<file path="config.mk">
export PLATFORM = sky130hd
export DESIGN_NAME = cellular_automaton_cave_step_unit
export DESIGN_NICKNAME = d
export VERILOG_FILES = /design/src/hdl/cacs_pkg.sv /design/src/hdl/cacs_cell.sv /design/src/hdl/cacs_out_fifo.sv /design/src/hdl/cellular_automaton_cave_step_unit.sv
export SDC_FILE = /design/constraint.sdc
export NUM_CORES = 2
export LEC_CHECK = 0
export BUFFER_PORTS_ARGS = -buffer_cell sky130_fd_sc_hd__buf_2
export CORE_MARGIN = 5
export CORE_UTILIZATION = 30
export CTS_BUF_LIST = sky130_fd_sc_hd__clkbuf_8
export CTS_CLUSTER_SIZE = 16
export DETAILED_ROUTE_END_ITERATION = 10
export MAX_ROUTING_LAYER = met4
export PLACE_DENSITY = 0.48
export SYNTH_ARGS = -nofsm -noshare
export SYNTH_HDL_FRONTEND = slang
export SYNTH_HIERARCHICAL = 1
export SYNTH_SLANG_ARGS = --single-unit
</file>
<file path="constraint.sdc">
create_clock -name clk -period 12.2 [get_ports clk]
set_clock_uncertainty 0.1 [all_clocks]
set_input_delay 1.22 -clock clk [delete_from_list [all_inputs] [get_ports clk]]
set_output_delay 1.22 -clock clk [all_outputs]
set_load 0.005 [all_outputs]
</file>
<file path="src/hdl/cacs_pkg.sv">
// shared types and constants for the cave automaton step unit
`default_nettype none

package cacs_pkg;

  // grid geometry
  localparam int ROW_W    = 64;
  localparam int WIDTH_W  = 7;
  localparam int LIMIT_W  = 4;
  localparam int COUNT_W  = 4;

  // configuration port
  localparam int CFG_IDX_W  = 2;
  localparam int CFG_DATA_W = 7;

  localparam logic [CFG_IDX_W-1:0] CFG_DEATH_LIMIT = 2'd0;
  localparam logic [CFG_IDX_W-1:0] CFG_BIRTH_LIMIT = 2'd1;
  localparam logic [CFG_IDX_W-1:0] CFG_GRID_WIDTH  = 2'd2;

  localparam logic [LIMIT_W-1:0] DEATH_LIMIT_RST = 4'd4;
  localparam logic [LIMIT_W-1:0] BIRTH_LIMIT_RST = 4'd4;
  localparam logic [WIDTH_W-1:0] GRID_WIDTH_RST  = 7'd50;

  // rows held by the cell chain
  typedef enum logic [1:0] {
    ST_EMPTY,
    ST_ONE,
    ST_TWO,
    ST_FLUSH
  } cacs_state_t;

  // row selection for one generation step, common to all cells
  typedef struct packed {
    logic adv;
    logic above_border;
    logic center_in;
    logic below_border;
  } cacs_ctrl_t;

  // bordered cells of one column handed to the neighbors
  typedef struct packed {
    logic a;
    logic c;
    logic b;
  } cacs_col_t;

endpackage

`default_nettype wire

</file>
<file path="src/hdl/cacs_cell.sv">
// one column of the automaton: held rows and next-generation rule
`default_nettype none

module cacs_cell (
  input  wire logic                             clk,
  input  wire cacs_pkg::cacs_ctrl_t             ctrl,
  input  wire logic                             col_used,
  input  wire logic                             in_bit,
  input  wire logic [cacs_pkg::LIMIT_W-1:0]     death_limit,
  input  wire logic [cacs_pkg::LIMIT_W-1:0]     birth_limit,
  input  wire cacs_pkg::cacs_col_t              left_col,
  input  wire cacs_pkg::cacs_col_t              right_col,
  output cacs_pkg::cacs_col_t                   own_col,
  output logic                                  next_bit
);

  logic                             above_r;
  logic                             center_r;
  logic [cacs_pkg::COUNT_W-1:0]     count;
  logic                             live_next;

  // rows shift down by one on each accepted input row
  always_ff @(posedge clk) begin
    if (ctrl.adv) begin
      above_r  <= center_r;
      center_r <= in_bit;
    end
  end

  // bordered view of this column; unused columns read as alive
  always_comb begin
    own_col.a = ctrl.above_border | ~col_used | above_r;
    own_col.c = ~col_used | (ctrl.center_in ? in_bit : center_r);
    own_col.b = ctrl.below_border | ~col_used | in_bit;
  end

  // neighbor count and survival / birth rule
  always_comb begin
    count = cacs_pkg::COUNT_W'(left_col.a) + cacs_pkg::COUNT_W'(left_col.c)
          + cacs_pkg::COUNT_W'(left_col.b) + cacs_pkg::COUNT_W'(own_col.a)
          + cacs_pkg::COUNT_W'(own_col.b) + cacs_pkg::COUNT_W'(right_col.a)
          + cacs_pkg::COUNT_W'(right_col.c) + cacs_pkg::COUNT_W'(right_col.b);
    if (own_col.c) begin
      live_next = (count >= death_limit);
    end else begin
      live_next = (count > birth_limit);
    end
    next_bit = live_next & col_used;
  end

endmodule

`default_nettype wire

</file>
<file path="src/hdl/cacs_out_fifo.sv">
// two-entry result queue in front of the output channel
`default_nettype none

module cacs_out_fifo (
  input  wire logic                          clk,
  input  wire logic                          rst_n,
  input  wire logic                          push,
  input  wire logic [cacs_pkg::ROW_W-1:0]    push_row,
  input  wire logic                          push_last,
  output logic                               room,
  output logic                               out_tvalid,
  input  wire logic                          out_tready,
  output logic [cacs_pkg::ROW_W-1:0]         out_tdata,   // [63:0] next_row_cells
  output logic                               out_tlast    // final_out
);

  logic [cacs_pkg::ROW_W-1:0] row_r  [2];
  logic                       last_r [2];
  logic                       wr_ptr_r;
  logic                       wr_ptr_nxt;
  logic                       rd_ptr_r;
  logic                       rd_ptr_nxt;
  logic [1:0]                 count_r;
  logic [1:0]                 count_nxt;
  logic                       pop;

  assign pop        = out_tvalid & out_tready;
  assign room       = (count_r != 2'd2);
  assign out_tvalid = (count_r != 2'd0);
  assign out_tdata  = row_r[rd_ptr_r];
  assign out_tlast  = last_r[rd_ptr_r];

  // pointer and fill bookkeeping
  always_comb begin
    wr_ptr_nxt = push ? ~wr_ptr_r : wr_ptr_r;
    rd_ptr_nxt = pop ? ~rd_ptr_r : rd_ptr_r;
    count_nxt  = count_r + 2'(push) - 2'(pop);
  end

  always_ff @(posedge clk) begin
    if (!rst_n) begin
      wr_ptr_r <= 1'b0;
      rd_ptr_r <= 1'b0;
      count_r  <= 2'd0;
    end else begin
      wr_ptr_r <= wr_ptr_nxt;
      rd_ptr_r <= rd_ptr_nxt;
      count_r  <= count_nxt;
    end
  end

  // entry storage
  always_ff @(posedge clk) begin
    if (push) begin
      row_r[wr_ptr_r]  <= push_row;
      last_r[wr_ptr_r] <= push_last;
    end
  end

endmodule

`default_nettype wire

</file>
<file path="src/hdl/cellular_automaton_cave_step_unit.sv">
// top level: cave automaton generation step over a chain of column cells
//
//  channel | direction | handshake            | payload
//  in_     | slave     | in_tvalid/in_tready   | tdata row_cells, tlast final_row
//  out_    | master    | out_tvalid/out_tready | tdata next_row_cells, tlast final_out
//  cfg_    | slave     | cfg_valid/cfg_ready   | cfg_index, cfg_data
//
// one row per cycle while the result queue has room; a row result leaves one row behind its input row.
// a final row that follows held rows adds a flush step: the chain of 64
// column cells computes the last result from its held rows while the input is held off.
// results pass through a two-entry queue, so up to two rows wait on a stall.
// synchronous active-low reset empties the row chain and the queue and
// loads the limits 4 / 4 and width 50; configuration is always ready.
`default_nettype none

module cellular_automaton_cave_step_unit (
  input  wire logic                               clk,
  input  wire logic                               rst_n,
  input  wire logic                               in_tvalid,
  output logic                                    in_tready,
  input  wire logic [cacs_pkg::ROW_W-1:0]         in_tdata,    // [63:0] row_cells
  input  wire logic                               in_tlast,    // final_row
  output logic                                    out_tvalid,
  input  wire logic                               out_tready,
  output logic [cacs_pkg::ROW_W-1:0]              out_tdata,   // [63:0] next_row_cells
  output logic                                    out_tlast,   // final_out
  input  wire logic                               cfg_valid,
  output logic                                    cfg_ready,
  input  wire logic [cacs_pkg::CFG_IDX_W-1:0]     cfg_index,
  input  wire logic [cacs_pkg::CFG_DATA_W-1:0]    cfg_data
);

  logic [cacs_pkg::LIMIT_W-1:0]   death_limit_r;
  logic [cacs_pkg::LIMIT_W-1:0]   birth_limit_r;
  logic [cacs_pkg::WIDTH_W-1:0]   grid_width_r;
  cacs_pkg::cacs_state_t          state_r;
  cacs_pkg::cacs_state_t          state_nxt;
  cacs_pkg::cacs_ctrl_t           ctrl;
  cacs_pkg::cacs_col_t            cols [cacs_pkg::ROW_W];
  logic [cacs_pkg::ROW_W-1:0]     col_used;
  logic [cacs_pkg::ROW_W-1:0]     res_row;
  logic                           res_push;
  logic                           res_last;
  logic                           room;
  logic                           in_req;

  // configuration registers
  assign cfg_ready = 1'b1;

  always_ff @(posedge clk) begin
    if (!rst_n) begin
      death_limit_r <= cacs_pkg::DEATH_LIMIT_RST;
      birth_limit_r <= cacs_pkg::BIRTH_LIMIT_RST;
      grid_width_r  <= cacs_pkg::GRID_WIDTH_RST;
    end else if (cfg_valid) begin
      unique case (cfg_index)
        cacs_pkg::CFG_DEATH_LIMIT: death_limit_r <= cfg_data[cacs_pkg::LIMIT_W-1:0];
        cacs_pkg::CFG_BIRTH_LIMIT: birth_limit_r <= cfg_data[cacs_pkg::LIMIT_W-1:0];
        cacs_pkg::CFG_GRID_WIDTH:  grid_width_r  <= cfg_data;
        default: ;
      endcase
    end
  end

  assign in_req = in_tvalid & in_tready;

  // next state
  always_comb begin
    state_nxt = state_r;
    unique case (state_r)
      cacs_pkg::ST_EMPTY: begin
        if (in_req) begin
          state_nxt = in_tlast ? cacs_pkg::ST_EMPTY : cacs_pkg::ST_ONE;
        end
      end
      cacs_pkg::ST_ONE, cacs_pkg::ST_TWO: begin
        if (in_req) begin
          state_nxt = in_tlast ? cacs_pkg::ST_FLUSH : cacs_pkg::ST_TWO;
        end
      end
      cacs_pkg::ST_FLUSH: begin
        if (room) begin
          state_nxt = cacs_pkg::ST_EMPTY;
        end
      end
    endcase
  end

  always_ff @(posedge clk) begin
    if (!rst_n) begin
      state_r <= cacs_pkg::ST_EMPTY;
    end else begin
      state_r <= state_nxt;
    end
  end

  // outputs of the sequencer: row selection, handshake and queue push
  always_comb begin
    in_tready         = room;
    ctrl.adv          = 1'b0;
    ctrl.above_border = 1'b0;
    ctrl.center_in    = 1'b0;
    ctrl.below_border = 1'b0;
    res_push          = 1'b0;
    res_last          = 1'b0;
    unique case (state_r)
      cacs_pkg::ST_EMPTY: begin
        ctrl.adv          = in_req;
        ctrl.above_border = 1'b1;
        ctrl.center_in    = 1'b1;
        ctrl.below_border = 1'b1;
        res_push          = in_req & in_tlast;
        res_last          = 1'b1;
      end
      cacs_pkg::ST_ONE: begin
        ctrl.adv          = in_req;
        ctrl.above_border = 1'b1;
        res_push          = in_req;
      end
      cacs_pkg::ST_TWO: begin
        ctrl.adv          = in_req;
        res_push          = in_req;
      end
      cacs_pkg::ST_FLUSH: begin
        in_tready         = 1'b0;
        ctrl.below_border = 1'b1;
        res_push          = room;
        res_last          = 1'b1;
      end
    endcase
  end

  // chain of column cells, alive border beyond both ends
  for (genvar k = 0; k < cacs_pkg::ROW_W; k++) begin : g_col
    cacs_pkg::cacs_col_t left_col;
    cacs_pkg::cacs_col_t right_col;

    assign col_used[k] = (cacs_pkg::WIDTH_W'(k) < grid_width_r);

    if (k == 0) begin : g_left_edge
      assign left_col = '1;
    end else begin : g_left_nb
      assign left_col = cols[k-1];
    end

    if (k == cacs_pkg::ROW_W - 1) begin : g_right_edge
      assign right_col = '1;
    end else begin : g_right_nb
      assign right_col = cols[k+1];
    end

    cacs_cell u_cell (
      .clk         (clk),
      .ctrl        (ctrl),
      .col_used    (col_used[k]),
      .in_bit      (in_tdata[k]),
      .death_limit (death_limit_r),
      .birth_limit (birth_limit_r),
      .left_col    (left_col),
      .right_col   (right_col),
      .own_col     (cols[k]),
      .next_bit    (res_row[k])
    );
  end

  // result queue toward the output channel
  cacs_out_fifo u_out_fifo (
    .clk        (clk),
    .rst_n      (rst_n),
    .push       (res_push),
    .push_row   (res_row),
    .push_last  (res_last),
    .room       (room),
    .out_tvalid (out_tvalid),
    .out_tready (out_tready),
    .out_tdata  (out_tdata),
    .out_tlast  (out_tlast)
  );

`ifndef SYNTH
  // a result is only produced when the queue can take it
  a_push_room: assert property (@(posedge clk) disable iff (!rst_n)
    res_push |-> room)
    else $error("result pushed into a full queue");

  // a final row after held rows leads to the flush cycle
  a_final_flush: assert property (@(posedge clk) disable iff (!rst_n)
    (in_req && in_tlast && (state_r == cacs_pkg::ST_ONE || state_r == cacs_pkg::ST_TWO))
    |=> (state_r == cacs_pkg::ST_FLUSH))
    else $error("final row did not start the flush");

  // a blocked flush keeps its place and holds off the input
  a_flush_hold: assert property (@(posedge clk) disable iff (!rst_n)
    (state_r == cacs_pkg::ST_FLUSH && !room) |=> (state_r == cacs_pkg::ST_FLUSH && !in_tready))
    else $error("flush lost while the queue was full");
`endif

endmodule

`default_nettype wire

</file>
==> impl_metrics.csv <==
group,metric,value,unit
synthesis,synthTopCellsByArea,"ha_1 24%, edfxtp_1 21%, fa_1 14%, inv_1 12%, a21oi_1 2.7%",
clock_network,cts_buffers,66,
timing,fin_crit,6138,ps
routing,dr_wl_met2,47.06,mm
global_routing,antenna_found_initial,18,
worst_hold_path,min_to,"g_col[6].u_cell/above_r$_DFFE_PP_",
synthesis,async_flop_share,0,%
clock_network,cts_hold_buffers,0,
synthesis,synth_ff_type,"edfxtp_1",
timing,worst_slew_pin_slew,1210,ps
worst_hold_path,min_from,"g_col[6].u_cell/center_r$_DFFE_PP_",
setup_path,cpPeakStageDelay,960,ps
global_routing,grt_pass1_wl,163.3,mm
global_routing,first_global_vias,28020,
clock_network,clock_sinks,280,
clock_network,cts_tree,"done",
routing,wl_per_cell,17.83,um
routing,dr.pass1.iters,6,
layout,drive_gt1_share,9.778,%
routing,highest_layer,"met4",
worst_hold_path,min_path_type,"reg2reg",
floorplanning,fp.dieH,362.6,um
clock_network,ctsLongestPathBuffers,3,
setup_path,cpLargestDelayFamily,"adder cells",
global_routing,grt-ovfl-total,0,
floorplanning,dieArea,0.1315,sq mm
setup_path,critPathBufInv,4,
synthesis,yosys_warnings,6,
timing,slew_headroom,18.95,%
job,cap_violations,0,
timing,finalCritPeriodShare,50.31,%
setup_path,endpoint_kind,"flip-flop",
synthesis,synth_area,0.03729,sq mm
setup_path,reg2reg_depth,17,
clock_network,htree_levels,3,
routing,drt_wl_total,104.9,mm
layout,fill_cells,12960,
outcome,outcome,"finished, final reports clean",
layout,final_common_cell,"inv_1",
timing,rsz0062_at_grt,"no",
routing,num_vias,26990,
floorplanning,start_util,30.16,%
setup_path,crit_arrival,6440,ps
clock_network,post_cts_resized,0,
clock_network,postCtsSetupBuffers,0,
layout,layout_common_cells,"1221 x inv_1, 708 x ha_1, 258 x edfxtp_1",
synthesis,synth.top_cell.area_share,23.79,%
timing,finalMaxSlewViolations,0,
routing,wl_met1,51.44,mm
synthesis,netlist-cell-type-count,55,
synthesis,synth-seq-cells,280,
layout,nNetsFinal,5228,
routing,drc,0,
routing,postRouteAntennaNets,0,
setup_path,crit_chain,"and2_1 -> nand2_1 -> o21ai_0 -> or3b_1 -> inv_1 -> fa_1 -> fa_1 -> inv_1 -> fa_1 -> inv_1 -> fa_1 -> inv_1 -> ha_1 -> nor2b_1 -> o211ai_1 -> a21oi_1 -> a21o_1",
setup_path,cp.depth,17,
routing,wl_met3,4.387,mm
floorplanning,core,0.1236,sq mm
routing,vias_per_cell,4.588,
synthesis,ys_seq_area_share,21.95,%
setup_path,timing.rr.start,"grid_width_r[2]$_SDFFE_PN0P_",
routing,first_iter_violations,1072,
setup_path,crit_path_start_kind,"flip-flop",
layout,synthToLayoutAreaGrowth,11.42,%
placed_design,gp_congestion,0.7935,
setup_path,crit_fanout,19,
synthesis,synthCells,3966,
global_routing,grt_max_degree,59,
timing,hold_viol_final,0,
floorplanning,rows,129,
clock_network,clk_latency,690,ps
setup_path,crit_required,12510,ps
setup_path,worst-r2r-setup-slack,6060,ps
clock_network,clk_pin_slew,60,ps
synthesis,syn_avg_cell_area,9.404,sq um
synthesis,synth_top_area_cell,"ha_1",
setup_path,critical_path_class,"reg2reg",
timing,fmax,162.9,MHz
timing,tns,0,ps
floorplanning,fp.dieW,362.6,um
placed_design,hpwl,77.56,mm
placed_design,numPortBuffers,145,
floorplanning,io_pins,147,
setup_path,r2r_end,"u_out_fifo/row_r[1][46]$_DFFE_PP_",
clock_network,root_buffer,"clkbuf_8",
synthesis,synth_edf_count,258,
timing,setup_viol,0,
worst_hold_path,hold_depth,0,
global_routing,grt_util_all_layers,16.49,%
setup_path,slowest_stage,"dfxtp_1",
worst register-to-register path: stages, from the launching register on:
cell	delay, ps
dfxtp_1	960
and2_1	300
nand2_1	170
o21ai_0	880
or3b_1	530
inv_1	130
fa_1	430
fa_1	530
inv_1	50
fa_1	370
inv_1	80
fa_1	410
inv_1	110
ha_1	250
nor2b_1	130
o211ai_1	150
a21oi_1	80
a21o_1	200
per-stage QoR:
| stage | setup slack, ps | area, sq um | util (%) | cells | hold WS, ps |
|---|---|---|---|---|---|
| 2_1_floorplan | 5248 | 37320 | - | 3972 | 325.7 |
| 3_3_place_gp | 6050 | 40150 | 32.47 | 5753 | 327.6 |
| 3_5_place_dp | 6018 | 40150 | 32.47 | 5753 | 331.3 |
| 4_1_cts | 5993 | 41530 | 33.59 | 5871 | 344.1 |
| 5_1_grt | 5721 | 41550 | 33.60 | 5879 | 349.7 |
| 6_report | 6062 | 41550 | 33.61 | 5882 | 342.2 |
cell usage after synthesis, types with 22 or more instances:
master / n
ha_1: 709
nor2b_1: 112
and2_1: 67
a211oi_1: 23
nor3_1: 45
o21ai_0: 52
mux2i_1: 82
o21a_1: 46
a21o_1: 46
nand4_1: 64
nor2_1: 87
inv_1: 1209
nand3_1: 45
fa_1: 256
mux2_4: 50
edfxtp_1: 258
o211ai_1: 44
nand2b_1: 24
xnor2_1: 64
a21oi_1: 201
o21ai_1: 107
nand2_1: 121
or3b_1: 64
dfxtp_1: 22
flip-flops by register name, indices dropped and copies added (netlist names), 2 cells and up, named ones only:
signal                 cells
u_out_fifo/count_r         2
g_col.u_cell/center_r     64
grid_width_r               7
u_out_fifo/last_r          2
state_r                    2
death_limit_r              4
birth_limit_r              4
u_out_fifo/row_r         128
g_col.u_cell/above_r      64
how the worst max path moves through the flow:
stage	start	endpoint	slack, ps
after floorplan	state_r[1]$_SDFFE_PN0P_	u_out_fifo/last_r[0]$_DFFE_PP_	5250
after global routing	grid_width_r[2]$_SDFFE_PN0P_	u_out_fifo/row_r[1][46]$_DFFE_PP_	5720
after global placement	grid_width_r[2]$_SDFFE_PN0P_	u_out_fifo/row_r[0][44]$_DFFE_PP_	6050
after CTS	grid_width_r[2]$_SDFFE_PN0P_	u_out_fifo/row_r[1][46]$_DFFE_PP_	5990
after detailed placement	grid_width_r[2]$_SDFFE_PN0P_	u_out_fifo/row_r[0][46]$_DFFE_PP_	6020
final	grid_width_r[2]$_SDFFE_PN0P_	u_out_fifo/row_r[1][46]$_DFFE_PP_	6060
layer usage:
metal	global-route usage, %	vias to the layer above
met5	-	-
met4	3.377	0
met3	2.464	119
met2	26.16	437
met1	22.49	12980
li1	-	13450
cells by family after synthesis:
group	synth area share, %
flip-flops	21.95
AO/OA/AOI/OAI	10.75
XOR/XNOR	1.563
AND/OR/NAND/NOR	10.90
buffers and inverters	12.63
adder cells (fa/ha/maj)	37.53
multiplexers	4.667
other	0.01006
layout make-up:
type	instances	area [sq um]	share of cell area, %
Tap cell	1637	2048	4.929
Clock inverter	47	400.4	0.9635
Multi-Input combinational cell	2459	24450	58.83
Sequential cell	280	8222	19.79
Clock buffer	71	977.2	2.352
Inverter	1210	4542	10.93
Antenna cell	11	27.53	0.06624
Timing Repair Buffer	167	890.9	2.144
Power is left out: the tool's default activity adds up to more than one toggle a clock period on the data nets, which glitch-free logic cannot reach.
